**config.mk**
```make
export PLATFORM = sky130hd
export DESIGN_NAME = radix_digit_converter
export DESIGN_NICKNAME = d
export VERILOG_FILES = /design/src/rtl/core/rdc_pkg.sv /design/src/rtl/core/rdc_divider.sv /design/src/rtl/core/radix_digit_converter.sv
export VERILOG_INCLUDE_DIRS = /design/src /design/src/rtl/core
export SDC_FILE = /design/constraint.sdc
export NUM_CORES = 1
export LEC_CHECK = 0
export BUFFER_PORTS_ARGS = -buffer_cell sky130_fd_sc_hd__buf_2
export CAP_MARGIN = 15
export CORE_ASPECT_RATIO = 0.7
export CORE_MARGIN = 5
export CORE_UTILIZATION = 62
export CTS_CLUSTER_DIAMETER = 120
export DETAILED_ROUTE_END_ITERATION = 6
export PLACE_DENSITY_LB_ADDON = 0.12
export RECOVER_POWER = 25
export SYNTH_ARGS = -nofsm -noshare
export SYNTH_HDL_FRONTEND = slang
export SYNTH_SLANG_ARGS = --single-unit
export TNS_END_PERCENT = 100
```
**constraint.sdc**
```tcl
create_clock -name clock -period 6.2 [get_ports clock]
set_clock_uncertainty 0.05 [all_clocks]
set_input_delay 0.62 -clock clock [delete_from_list [all_inputs] [get_ports clock]]
set_output_delay 0.62 -clock clock [all_outputs]
set_load 0.1 [all_outputs]
```
**src/rtl/core/radix_digit_converter_defines.svh**
```systemverilog
// Assertion macros for the radix digit converter.
`ifndef RADIX_DIGIT_CONVERTER_DEFINES_SVH
`define RADIX_DIGIT_CONVERTER_DEFINES_SVH

`ifndef ASSERT_OFF
`define RDC_ASSERT_SAME(label, clk, rst, ante, cons) \
   label: assert property (@(posedge clk) disable iff (rst) (ante) |-> (cons)) \
      else $error("rdc assertion failed");
`define RDC_ASSERT_NEXT(label, clk, rst, ante, cons) \
   label: assert property (@(posedge clk) disable iff (rst) (ante) |=> (cons)) \
      else $error("rdc assertion failed");
`else
`define RDC_ASSERT_SAME(label, clk, rst, ante, cons)
`define RDC_ASSERT_NEXT(label, clk, rst, ante, cons)
`endif

`endif

```
**src/rtl/core/rdc_pkg.sv**
```systemverilog
`timescale 1ns / 1ps

package rdc_pkg;

   localparam int RADIX_W    = 5;
   localparam int DIGIT_W    = 4;
   localparam int CSR_DATA_W = 32;
   localparam int CSR_ADDR_W = 3;
   localparam int CSR_IDX_W  = 1;

   localparam logic [RADIX_W-1:0]   RADIX_RESET = 5'd16;
   localparam logic [RADIX_W-1:0]   RADIX_MIN   = 5'd2;
   localparam logic [RADIX_W-1:0]   RADIX_MAX   = 5'd16;
   localparam logic [CSR_IDX_W-1:0] REG_RADIX   = 1'b0;

   typedef struct packed {
      logic               done;
      logic [DIGIT_W-1:0] remainder;
   } div_status_type;

   function automatic logic [RADIX_W-1:0] eff_radix(input logic [RADIX_W-1:0] r);
      logic [RADIX_W-1:0] res;
      res = r;
      if (r < RADIX_MIN) begin
         res = RADIX_MIN;
      end else if (r > RADIX_MAX) begin
         res = RADIX_MAX;
      end
      return res;
   endfunction

endpackage

```
**src/rtl/core/rdc_divider.sv**
```systemverilog
`timescale 1ns / 1ps

// restoring divide by a small radix, one quotient bit per cycle
module rdc_divider #(
   parameter int VALUE_WIDTH = 32
) (
   input  logic                            clock,
   input  logic                            reset,
   input  logic                            start,
   input  logic [VALUE_WIDTH-1:0]          dividend,
   input  logic [rdc_pkg::RADIX_W-1:0]     divisor,
   output logic [VALUE_WIDTH-1:0]          quotient,
   output rdc_pkg::div_status_type         status
);

   localparam int CNT_W = $clog2(VALUE_WIDTH);

   logic [VALUE_WIDTH-1:0]        quot_ff, quot_in;
   logic [rdc_pkg::DIGIT_W-1:0]   rem_ff, rem_in;
   logic [CNT_W-1:0]              cnt_ff, cnt_in;
   logic                          busy_ff, busy_in;
   logic                          done_ff, done_in;
   logic [rdc_pkg::RADIX_W-1:0]   trial;
   logic [rdc_pkg::RADIX_W-1:0]   diff;
   logic                          ge;

   assign trial = {rem_ff, quot_ff[VALUE_WIDTH-1]};
   assign ge    = (trial >= divisor);
   assign diff  = trial - divisor;

   always_comb begin
      quot_in = quot_ff;
      rem_in  = rem_ff;
      cnt_in  = cnt_ff;
      busy_in = busy_ff;
      done_in = 1'b0;
      if (start) begin
         quot_in = dividend;
         rem_in  = '0;
         cnt_in  = CNT_W'(VALUE_WIDTH - 1);
         busy_in = 1'b1;
      end else if (busy_ff) begin
         quot_in = {quot_ff[VALUE_WIDTH-2:0], ge};
         rem_in  = ge ? diff[rdc_pkg::DIGIT_W-1:0] : trial[rdc_pkg::DIGIT_W-1:0];
         if (cnt_ff == '0) begin
            busy_in = 1'b0;
            done_in = 1'b1;
         end else begin
            cnt_in = cnt_ff - CNT_W'(1);
         end
      end
   end

   always_ff @(posedge clock) begin
      if (reset) begin
         busy_ff <= 1'b0;
         done_ff <= 1'b0;
      end else begin
         busy_ff <= busy_in;
         done_ff <= done_in;
      end
      quot_ff <= quot_in;
      rem_ff  <= rem_in;
      cnt_ff  <= cnt_in;
   end

   assign quotient         = quot_ff;
   assign status.done      = done_ff;
   assign status.remainder = rem_ff;

endmodule

```
**src/rtl/core/radix_digit_converter.sv**
```systemverilog
`timescale 1ns / 1ps
`include "radix_digit_converter_defines.svh"

// Converts req_value to digits in the radix held in the radix register (values
// below 2 act as 2, above 16 as 16). A word is taken when start is high and busy
// is low. One shared divider produces the digits one by one, least
// significant first, onto a digit stack; the stack is then popped at one digit
// per cycle, most significant first, each on rsp_digit for one cycle with
// rsp_strobe high and rsp_last_digit high on the final digit. Zero gives the
// single digit 0. The receiver cannot stall, so digits must be taken as they
// appear. At most MAX_DIGITS digits are kept, the least significant ones.
module radix_digit_converter #(
   parameter int VALUE_WIDTH = 32,
   parameter int MAX_DIGITS  = 32
) (
   input  logic                              clock,
   input  logic                              reset,
   input  logic                              start,
   output logic                              busy,
   input  logic [VALUE_WIDTH-1:0]            req_value,
   output logic                              rsp_strobe,
   output logic [rdc_pkg::DIGIT_W-1:0]       rsp_digit,
   output logic                              rsp_last_digit,
   input  logic                              psel,
   input  logic                              penable,
   input  logic                              pwrite,
   input  logic [rdc_pkg::CSR_ADDR_W-1:0]    paddr,
   input  logic [rdc_pkg::CSR_DATA_W-1:0]    pwdata,
   output logic [rdc_pkg::CSR_DATA_W-1:0]    prdata,
   output logic                              pready
);

   localparam int COUNT_W = $clog2(MAX_DIGITS + 1);
   localparam int ADDR_W  = $clog2(MAX_DIGITS);

   typedef enum logic [1:0] {
      ST_IDLE,
      ST_DIV,
      ST_POP
   } state_type;

   state_type                         state_ff, state_in;
   logic [COUNT_W-1:0]                count_ff, count_in;
   logic                              strobe_ff, strobe_in;
   logic                              last_ff, last_in;
   logic [rdc_pkg::RADIX_W-1:0]       radix_ff, radix_in;
   logic [rdc_pkg::DIGIT_W-1:0]       digit_ff;
   logic [rdc_pkg::DIGIT_W-1:0]       stack_mem [MAX_DIGITS];

   logic                              accept;
   logic                              value_zero;
   logic                              csr_wr;
   logic [rdc_pkg::CSR_IDX_W-1:0]     csr_idx;
   logic [rdc_pkg::RADIX_W-1:0]       radix_eff;
   logic [COUNT_W-1:0]                count_inc;
   logic [COUNT_W-1:0]                count_dec;
   logic                              div_start;
   logic [VALUE_WIDTH-1:0]            div_dividend;
   logic [VALUE_WIDTH-1:0]            div_quotient;
   rdc_pkg::div_status_type           div_status;
   logic                              mem_we;
   logic [ADDR_W-1:0]                 mem_waddr;
   logic [rdc_pkg::DIGIT_W-1:0]       mem_wdata;
   logic                              mem_re;
   logic                              div_more;
   logic [rdc_pkg::RADIX_W-1:0]       digit_ext;

   // config port
   assign pready  = 1'b1;
   assign csr_idx = paddr[rdc_pkg::CSR_ADDR_W-1:2];
   assign csr_wr  = psel && penable && pwrite && pready && (csr_idx == rdc_pkg::REG_RADIX);
   assign prdata  = (csr_idx == rdc_pkg::REG_RADIX) ?
                    {{(rdc_pkg::CSR_DATA_W - rdc_pkg::RADIX_W){1'b0}}, radix_ff} : '0;
   assign radix_in  = csr_wr ? pwdata[rdc_pkg::RADIX_W-1:0] : radix_ff;
   assign radix_eff = rdc_pkg::eff_radix(radix_ff);

   assign busy       = (state_ff != ST_IDLE);
   assign accept     = start && !busy;
   assign value_zero = (req_value == '0);
   assign count_inc  = count_ff + COUNT_W'(1);
   assign count_dec  = count_ff - COUNT_W'(1);
   assign div_more   = (div_quotient != '0) && (count_inc != COUNT_W'(MAX_DIGITS));

   assign div_dividend = (state_ff == ST_IDLE) ? req_value : div_quotient;
   assign div_start    = (accept && !value_zero) ||
                         ((state_ff == ST_DIV) && div_status.done && div_more);

   rdc_divider #(
      .VALUE_WIDTH (VALUE_WIDTH)
   ) u_div (
      .clock    (clock),
      .reset    (reset),
      .start    (div_start),
      .dividend (div_dividend),
      .divisor  (radix_eff),
      .quotient (div_quotient),
      .status   (div_status)
   );

   // digit stack
   assign mem_we    = (accept && value_zero) || ((state_ff == ST_DIV) && div_status.done);
   assign mem_waddr = (state_ff == ST_IDLE) ? '0 : count_ff[ADDR_W-1:0];
   assign mem_wdata = (state_ff == ST_IDLE) ? '0 : div_status.remainder;
   assign mem_re    = (state_ff == ST_POP);

   always_ff @(posedge clock) begin
      if (mem_we) begin
         stack_mem[mem_waddr] <= mem_wdata;
      end
      if (mem_re) begin
         digit_ff <= stack_mem[count_dec[ADDR_W-1:0]];
      end
   end

   always_comb begin
      state_in  = state_ff;
      count_in  = count_ff;
      strobe_in = 1'b0;
      last_in   = last_ff;
      case (state_ff)
         ST_IDLE: begin
            if (accept) begin
               if (value_zero) begin
                  count_in = COUNT_W'(1);
                  state_in = ST_POP;
               end else begin
                  count_in = '0;
                  state_in = ST_DIV;
               end
            end
         end
         ST_DIV: begin
            if (div_status.done) begin
               count_in = count_inc;
               if (!div_more) begin
                  state_in = ST_POP;
               end
            end
         end
         ST_POP: begin
            count_in  = count_dec;
            strobe_in = 1'b1;
            last_in   = (count_dec == '0);
            if (count_dec == '0) begin
               state_in = ST_IDLE;
            end
         end
         default: begin
            state_in = ST_IDLE;
         end
      endcase
   end

   always_ff @(posedge clock) begin
      if (reset) begin
         state_ff  <= ST_IDLE;
         count_ff  <= '0;
         strobe_ff <= 1'b0;
         last_ff   <= 1'b0;
         radix_ff  <= rdc_pkg::RADIX_RESET;
      end else begin
         state_ff  <= state_in;
         count_ff  <= count_in;
         strobe_ff <= strobe_in;
         last_ff   <= last_in;
         radix_ff  <= radix_in;
      end
   end

   assign rsp_strobe     = strobe_ff;
   assign rsp_digit      = digit_ff;
   assign rsp_last_digit = last_ff;

   assign digit_ext = {1'b0, rsp_digit};

   `RDC_ASSERT_NEXT(a_accept_busy, clock, reset, accept, busy)
   `RDC_ASSERT_NEXT(a_last_ends, clock, reset, rsp_strobe && rsp_last_digit, !rsp_strobe)
   `RDC_ASSERT_SAME(a_digit_range, clock, reset, rsp_strobe, digit_ext < radix_eff)
   `RDC_ASSERT_SAME(a_stack_room, clock, reset, state_ff == ST_DIV, count_ff < COUNT_W'(MAX_DIGITS))

endmodule

```
==> flow_metrics.env, run 1 <==
export IMPL_hold_viol=0
export IMPL_dp_hpwl_um=11600
export IMPL_design_core_area_sq_um=13800
export IMPL_root_buffer="clkbuf_16"
export IMPL_status="finished clean"
export IMPL_rsz0062_at_grt="no"
export IMPL_gp_congestion=0.867
export IMPL_via_per_inst=6.08
export IMPL_final_nets=715
export IMPL_fin_tns_setup_ns=0
export IMPL_max_cap_viol_count=0
export IMPL_antenna_found_initial=0
export IMPL_num_vias=5051
export IMPL_reg2reg_depth=6
export IMPL_min_path_cells=3
export IMPL_drtAntennaViolNets=0
export IMPL_cts_buffers=17
export IMPL_track_usage_pct=22.3
export IMPL_syn_area_per_cell_sq_um=15.1
export IMPL_timing_rr_end="rsp_digit[1]$_DFFE_PP_"
export IMPL_crit_fanout=47
export IMPL_crit_type="reg -> reg"
export IMPL_finalCritPeriodShare_pct=60.0
export IMPL_drcViolationCount=0
export IMPL_grt_max_degree=48
export IMPL_seq_area_frac_synth_pct=62.9
export IMPL_layout_filler_cells=939
export IMPL_drt_first_pass_iters=7
export IMPL_synthToLayoutAreaGrowth_pct=11.4
export IMPL_pwr_density_cell_nw_per_um2=460
export IMPL_grt_use_met1_pct=35.6
export IMPL_synth_distinct_cells=58
export IMPL_ys_flop_type="edfxtp_1"
export IMPL_max_slew_worst_pin_slew_ns=1.17
export IMPL_post_place_ws_ns=2.42
export IMPL_slew_headroom_pct=22.3
export IMPL_stdcell_count=831
export IMPL_synth_cells=575
export IMPL_dpl_instance_area_sq_um=8960
export IMPL_drive_above_1_share_pct=25.0
export IMPL_clk_pin_slew_ns=0.07
export IMPL_grt_pass1_vias=4817
export IMPL_hold_end="radix_ff[3]$_SDFFE_PP0P_"
export IMPL_async_reset_ff_share_pct=0
export IMPL_row_count=36
export IMPL_crit_top_cell="mux4_2"
export IMPL_gr_total_overflow=0
export IMPL_finish_instance_area_sq_um=9640
export IMPL_path_cells="buf_4 -> inv_1 -> ha_2 -> mux4_2 -> mux4_2 -> mux2_2"
export IMPL_slowest_stage="ha_2"
export IMPL_min_from="pwdata[3]"
export IMPL_port_buffers=55
export IMPL_ios=113
export IMPL_p_leak_nw=3.27
export IMPL_worst_setup_path_start_kind="flop"
export IMPL_r2r_start="count_ff[0]$_SDFFE_PP0P_"
export IMPL_finalSetupViolCount=0
export IMPL_cts_tree="done"
export IMPL_fp_dieArea_sq_um=16500
export IMPL_cts_setup_buffers=0
export IMPL_fin_ws_ns=2.48
export IMPL_arrival_ns=3.85
export IMPL_cts_hold_buf=0
export IMPL_critPathCaptureType="flop"
export IMPL_whs_ns=0.380
export IMPL_place_inst=795
export IMPL_reg2reg_setup_slack_ns=2.48
export IMPL_htree_levels=4
export IMPL_use_met2_pct=31.6
export IMPL_synth_edff_count=164
export IMPL_cts_buffer_depth=2
export IMPL_synth_seq_cells=190
export IMPL_max_stage_delay_ns=0.98
export IMPL_ys_warn_count=0
export IMPL_synth_cell_area_sq_um=8650
export IMPL_grt_pass1_wl_um=27100
export IMPL_top_usage_layer="met1"
export IMPL_totalWireLength_um=17500
export IMPL_vdd_drop_max_mv=0.283
export IMPL_drv_slew=0
export IMPL_die_w_um=151
export IMPL_clock_sinks=190
export IMPL_dieHeight_um=109
export IMPL_period_minus_slack_ns=3.72
export IMPL_wl_per_cell_um=21.0
export IMPL_drt_iter0_markers=578
export IMPL_initial_core_util_pct=62.8
export IMPL_worstPathRequired_ns=6.33
export IMPL_max_freq_ghz=0.269
export IMPL_cts_resized=0
export IMPL_antenna_cells=0
export IMPL_clock_latency_ns=0.43
export IMPL_global_route_usage_met3_pct=5.28
export IMPL_holdCritPathClass="in -> reg"
==> registers in the layout, indices dropped and copies added, names as in the netlist <==
register	cells
stack_mem	128
u_div.quotient	32
count_ff	6
radix_ff	5
u_div.cnt_ff	5
rsp_digit	4
u_div.rem_ff	4
state_ff	2
rsp_last_digit	1
rsp_strobe	1
u_div.busy_ff	1
u_div.done_ff	1
==> per-layer routing <==
| metal | up-vias | routed length, um |
|---|---|---|
| met5 | - | 0 |
| met4 | 0 | 179 |
| met3 | 17 | 1380 |
| met2 | 198 | 7660 |
| met1 | 2563 | 8250 |
| li1 | 2273 | - |
==> power breakdown <==
group          switching (mW)  internal, mW  total (mW)
clock                   0.471         0.715        1.19
sequential              0.105          1.68        1.78
combinational           0.878         0.590        1.47
total                    1.45          2.99        4.44
==> cell families after synthesis <==
family / share of synthesized area [%]
compound gates: 4.79
xor+xnor: 0.795
fa+ha+maj: 2.11
buf+inv: 4.67
flops: 62.9
mux: 16.0
other cells: 0.0868
simple gates: 8.59
==> synth_stat cells, drive strengths merged, types with 3 or more instances <==
| cell type | n | share of area (%) |
|---|---|---|
| nor3 | 8 | 0.46 |
| nor2 | 54 | 2.3 |
| mux2 | 38 | 4.9 |
| buf | 43 | 3.5 |
| nand2 | 23 | 1.0 |
| ha | 13 | 1.9 |
| nand4 | 5 | 0.36 |
| o22ai | 3 | 0.22 |
| o21a | 5 | 0.43 |
| o21ai | 7 | 0.40 |
| xnor2 | 6 | 0.69 |
| nor4 | 18 | 1.3 |
| nand2b | 7 | 0.51 |
| nand3 | 10 | 0.58 |
| a21oi | 10 | 0.58 |
| o211ai | 4 | 0.35 |
| mux2i | 6 | 0.69 |
| inv | 16 | 0.69 |
| or3 | 4 | 0.29 |
| edfxtp | 164 | 57 |
| dfxtp | 26 | 6.0 |
| a211oi | 3 | 0.26 |
| mux4 | 40 | 10 |
| clkbuf | 11 | 0.48 |
| nor2b | 13 | 0.94 |
==> through the flow <==
| step | util [%] | total power [mW] |
|---|---|---|
| 2_1_floorplan | - | 2.95 |
| 3_3_place_gp | 65.0 | 3.21 |
| 3_5_place_dp | 65.0 | 3.26 |
| 4_1_cts | 69.6 | 4.44 |
| 5_1_grt | 70.0 | 4.65 |
| 6_report | 70.0 | 4.44 |
==> critical path: cells and delay by family (launching register included) <==
kind                       cells  cell delay [ns]
muxes                          3             1.26
adders and majority gates      1             0.98
buffers and inverters          2             0.85
DFF                            1             0.31
==> cells in the final DEF (no fill, tap or decap), drive strengths merged, types with 2 or more instances in the layout <==
master and count:
edfxtp 164, nor2 54, buf 54, mux4 40, mux2 38, conb 28, dfxtp 26, clkbuf 25
nand2 23, inv 19, nor4 18, nor2b 13, ha 13, nand3 10, a21oi 10, nor3 8
nand2b 7, o21ai 7, mux2i 6, xnor2 6, clkinv 6, nand4 5, o21a 5, bufinv 5
or3 4, o211ai 4, a211oi 3, o22ai 3, a32oi 2, or2 2, o31ai 2, o41ai 2
a22oi 2, a221oi 2, a211o 2, a21o 2, a311oi 2, a221o 2, o221ai 2
==> cell type report <==
type                    count  area, sq um  share of cell area, %
clock buffers              17          425                   4.41
clock inverters            15          215                   2.23
inverters                  16         60.1                  0.623
multi-input cells         341         2910                   30.1
flip-flops and latches    190         5450                   56.5
well taps                 190          238                   2.47
repair buffers             62          353                   3.66
==> worst max-delay path by stage <==
stage,start,to,slack (ns),cells past startpoint
2_1_floorplan,count_ff[0]$_SDFFE_PP0P_,rsp_digit[0]$_DFFE_PP_,3.21,9
3_5_place_dp,count_ff[0]$_SDFFE_PP0P_,rsp_digit[1]$_DFFE_PP_,2.42,6
4_1_cts,count_ff[0]$_SDFFE_PP0P_,rsp_digit[1]$_DFFE_PP_,2.44,6
5_1_grt,count_ff[0]$_SDFFE_PP0P_,rsp_digit[2]$_DFFE_PP_,2.25,6
3_3_place_gp,count_ff[0]$_SDFFE_PP0P_,rsp_digit[1]$_DFFE_PP_,2.47,6
6_report,count_ff[0]$_SDFFE_PP0P_,rsp_digit[1]$_DFFE_PP_,2.48,6
Note: power is estimated with default switching activity, not from simulation.
==> run 2, diff against run 1 <==
ABC_AREA = 1   (was unset)
CORE_UTILIZATION = 53   (was 62)
clock period = 3.4 ns   (was 6.2 ns; I/O delays follow)
==> flow_metrics.env, run 2 <==
export IMPL_gp_congestion=0.819
export IMPL_grt_pass1_vias=6032
export IMPL_synth_seq_cells=190
export IMPL_synth_distinct_cells=36
export IMPL_grt_max_degree=67
export IMPL_worst_setup_path_start_kind="flop"
export IMPL_finalSetupViolCount=0
export IMPL_gr_total_overflow=0
export IMPL_wl_per_cell_um=16.1
export IMPL_multi_input_comb_area_sq_um=3060
export IMPL_max_slew_worst_pin_slew_ns=1.52
export IMPL_design_core_area_sq_um=16500
export IMPL_initial_core_util_pct=54.6
export IMPL_syn_area_per_cell_sq_um=9.58
export IMPL_p_leak_nw=3.71
export IMPL_hold_viol=0
export IMPL_cts_buffer_depth=2
export IMPL_dr_wl_met3_um=1470
export IMPL_track_usage_pct=20.1
export IMPL_synth_top_area_share_pct=54.7
export IMPL_violations="capacitance limit, slew limit"
export IMPL_clock_latency_ns=0.43
export IMPL_ys_flop_type="edfxtp_1"
export IMPL_fin_tns_setup_ns=0
export IMPL_drv_slew=33
export IMPL_cts_setup_buffers=0
export IMPL_layout_filler_cells=1447
export IMPL_largest_reg_flops=128
export IMPL_ios=113
export IMPL_via_per_inst=5.33
export IMPL_grt_pass1_wl_um=31600
export IMPL_root_buffer="clkbuf_16"
export IMPL_max_freq_ghz=0.367
export IMPL_crit_fanout=32
export IMPL_top_register="stack_mem"
export IMPL_drtAntennaViolNets=0
export IMPL_cts_hold_buf=0
export IMPL_dr_max_layer_used="met4"
export IMPL_vdd_drop_max_mv=0.492
export IMPL_rsz0062_at_grt="no"
export IMPL_period_minus_slack_ns=2.73
export IMPL_max_stage_delay_ns=0.55
export IMPL_dp_hpwl_um=12800
export IMPL_clk_pin_slew_ns=0.07
export IMPL_num_vias=6497
export IMPL_synth_cell_area_sq_um=9000
export IMPL_cts_buffers=17
export IMPL_synth_area_top_cells="edfxtp_1 55%, nor2_1 8.3%, nand2_1 7.0%, dfxtp_1 5.8%, o21ai_0 5.3%"
export IMPL_clock_sinks=190
export IMPL_drt_met1_wl_um=9750
export IMPL_cts_tree="done"
export IMPL_ys_top_cells_by_count="198 x nor2_1, 168 x nand2_1, 164 x edfxtp_1, 95 x o21ai_0, 56 x nand3_1"
export IMPL_finalCritPeriodShare_pct=80.2
export IMPL_max_cap_viol_count=1
export IMPL_register_area_sq_um=5450
export IMPL_antenna_cells=0
export IMPL_drt_iter0_markers=785
export IMPL_final_nets=1067
export IMPL_arrival_ns=2.76
export IMPL_wl_met2_um=8150
export IMPL_seq_area_frac_synth_pct=60.5
export IMPL_holdCritPathClass="in -> reg"
export IMPL_ys_warn_count=0
export IMPL_async_reset_ff_share_pct=0
export IMPL_htree_levels=4
export IMPL_slew_headroom_pct=-1.31
export IMPL_final_cell_mix="194 x nor2_1, 168 x nand2_1, 164 x edfxtp_1"
export IMPL_fp_dieArea_sq_um=19700
export IMPL_port_buffers=55
export IMPL_drive_above_1_share_pct=9.87
export IMPL_final_common_cell="nor2_1"
export IMPL_crit_type="reg -> reg"
export IMPL_cts_resized=0
export IMPL_synthToLayoutAreaGrowth_pct=10.3
export IMPL_antenna_found_initial=0
export IMPL_critPathCaptureType="flop"
export IMPL_worstPathRequired_ns=3.44
export IMPL_row_count=39
export IMPL_drcViolationCount=0
export IMPL_drt_first_pass_iters=5
export IMPL_totalWireLength_um=19600
export IMPL_pwr_density_cell_nw_per_um2=857
export IMPL_yosysTopAreaCell="edfxtp_1"
export IMPL_slowest_stage="ha_1"
export IMPL_synth_most_common_cell="nor2_1"
export IMPL_synth_cells=939
export IMPL_status="finished with violations"
export IMPL_path_cells="inv_1 -> ha_1 -> inv_1 -> nor2_1 -> nand2_2 -> nand2_2 -> nand2_1 -> nand2_1 -> buf_4"
export IMPL_final_util_pct=60.2
export IMPL_die_w_um=166
export IMPL_synth_edff_count=164
export IMPL_dieHeight_um=119
[run 2: cell types whose count changed after synthesis, sizes merged, moves of 11 or more]
cell / before / now
buf: 43 / 54
inv: 16 / 50
mux2: 38 / 0
mux4: 40 / 0
nand2: 23 / 172
nand3: 10 / 56
nor2: 54 / 198
nor2b: 13 / 0
nor4: 18 / 0
o211ai: 4 / 35
o21ai: 7 / 96
[run 2: metal layers]
layer  GRT usage (%)  vias to the layer above
met1            31.2                     3011
met2            28.3                      223
li1                -                     3243
met4            5.87                        0
met5               0                        -
met3            4.47                       20
[run 2: final timing paths]
path / from / endpoint / slack (ns) / cells after the start
min: pwdata[4] / radix_ff[4]$_SDFFE_PP1P_ / 0.07 / 3
min reg2reg: u_div.cnt_ff[4]$_SDFFE_PN1P_ / u_div.cnt_ff[4]$_SDFFE_PN1P_ / 0.41 / 2
max reg2reg: state_ff[0]$_SDFFE_PP0P_ / u_div.quotient[6]$_DFFE_PP_ / 0.67 / 9
max: state_ff[0]$_SDFFE_PP0P_ / u_div.quotient[6]$_DFFE_PP_ / 0.67 / 9
[run 2: layout make-up]
type / count / share of cell area, %
Clock buffer: 19 / 4.36
Timing Repair Buffer: 67 / 3.55
Sequential cell: 190 / 54.9
Inverter: 51 / 1.93
Clock inverter: 13 / 1.65
Tap cell: 225 / 2.84
Multi-Input combinational cell: 653 / 30.8
[run 2: where the power goes]
group | internal (mW) | switching [mW] | total [mW]
sequential | 3.05 | 0.245 | 3.29
combinational | 0.890 | 2.31 | 3.20
clock | 1.16 | 0.854 | 2.01
[run 2: kinds of logic after synthesis]
logic type               share of synthesized area, %
XOR/XNOR                                        0.389
AND/OR/NAND/NOR                                  20.7
buffers and inverters                            6.70
AO/OA/AOI/OAI                                    9.57
adder cells (fa/ha/maj)                          2.03
flip-flops                                       60.5
other                                          0.0835
[run 2: stage by stage]
| step | hold WS, ns | area [sq um] | instances | power, mW | setup slack [ns] |
|---|---|---|---|---|---|
| after global placement | 0.402 | 9360 | 1186 | 6.49 | 0.639 |
| after floorplan | 0.359 | 9100 | 965 | 5.68 | 0.427 |
| after CTS | 0.0496 | 9950 | 1218 | 8.56 | 0.690 |
| after detailed placement | 0.399 | 9360 | 1186 | 6.52 | 0.648 |
| final | 0.0732 | 9930 | 1218 | 8.51 | 0.672 |
| after global routing | 0.0740 | 9930 | 1218 | 9.08 | 0.452 |
[run 2: critical path: cells and delay by family, from the launching register on]
family | cells | cell delay [ns]
flops | 1 | 0.36
buf+inv | 3 | 0.79
simple gates | 5 | 0.61
fa+ha+maj | 1 | 0.55
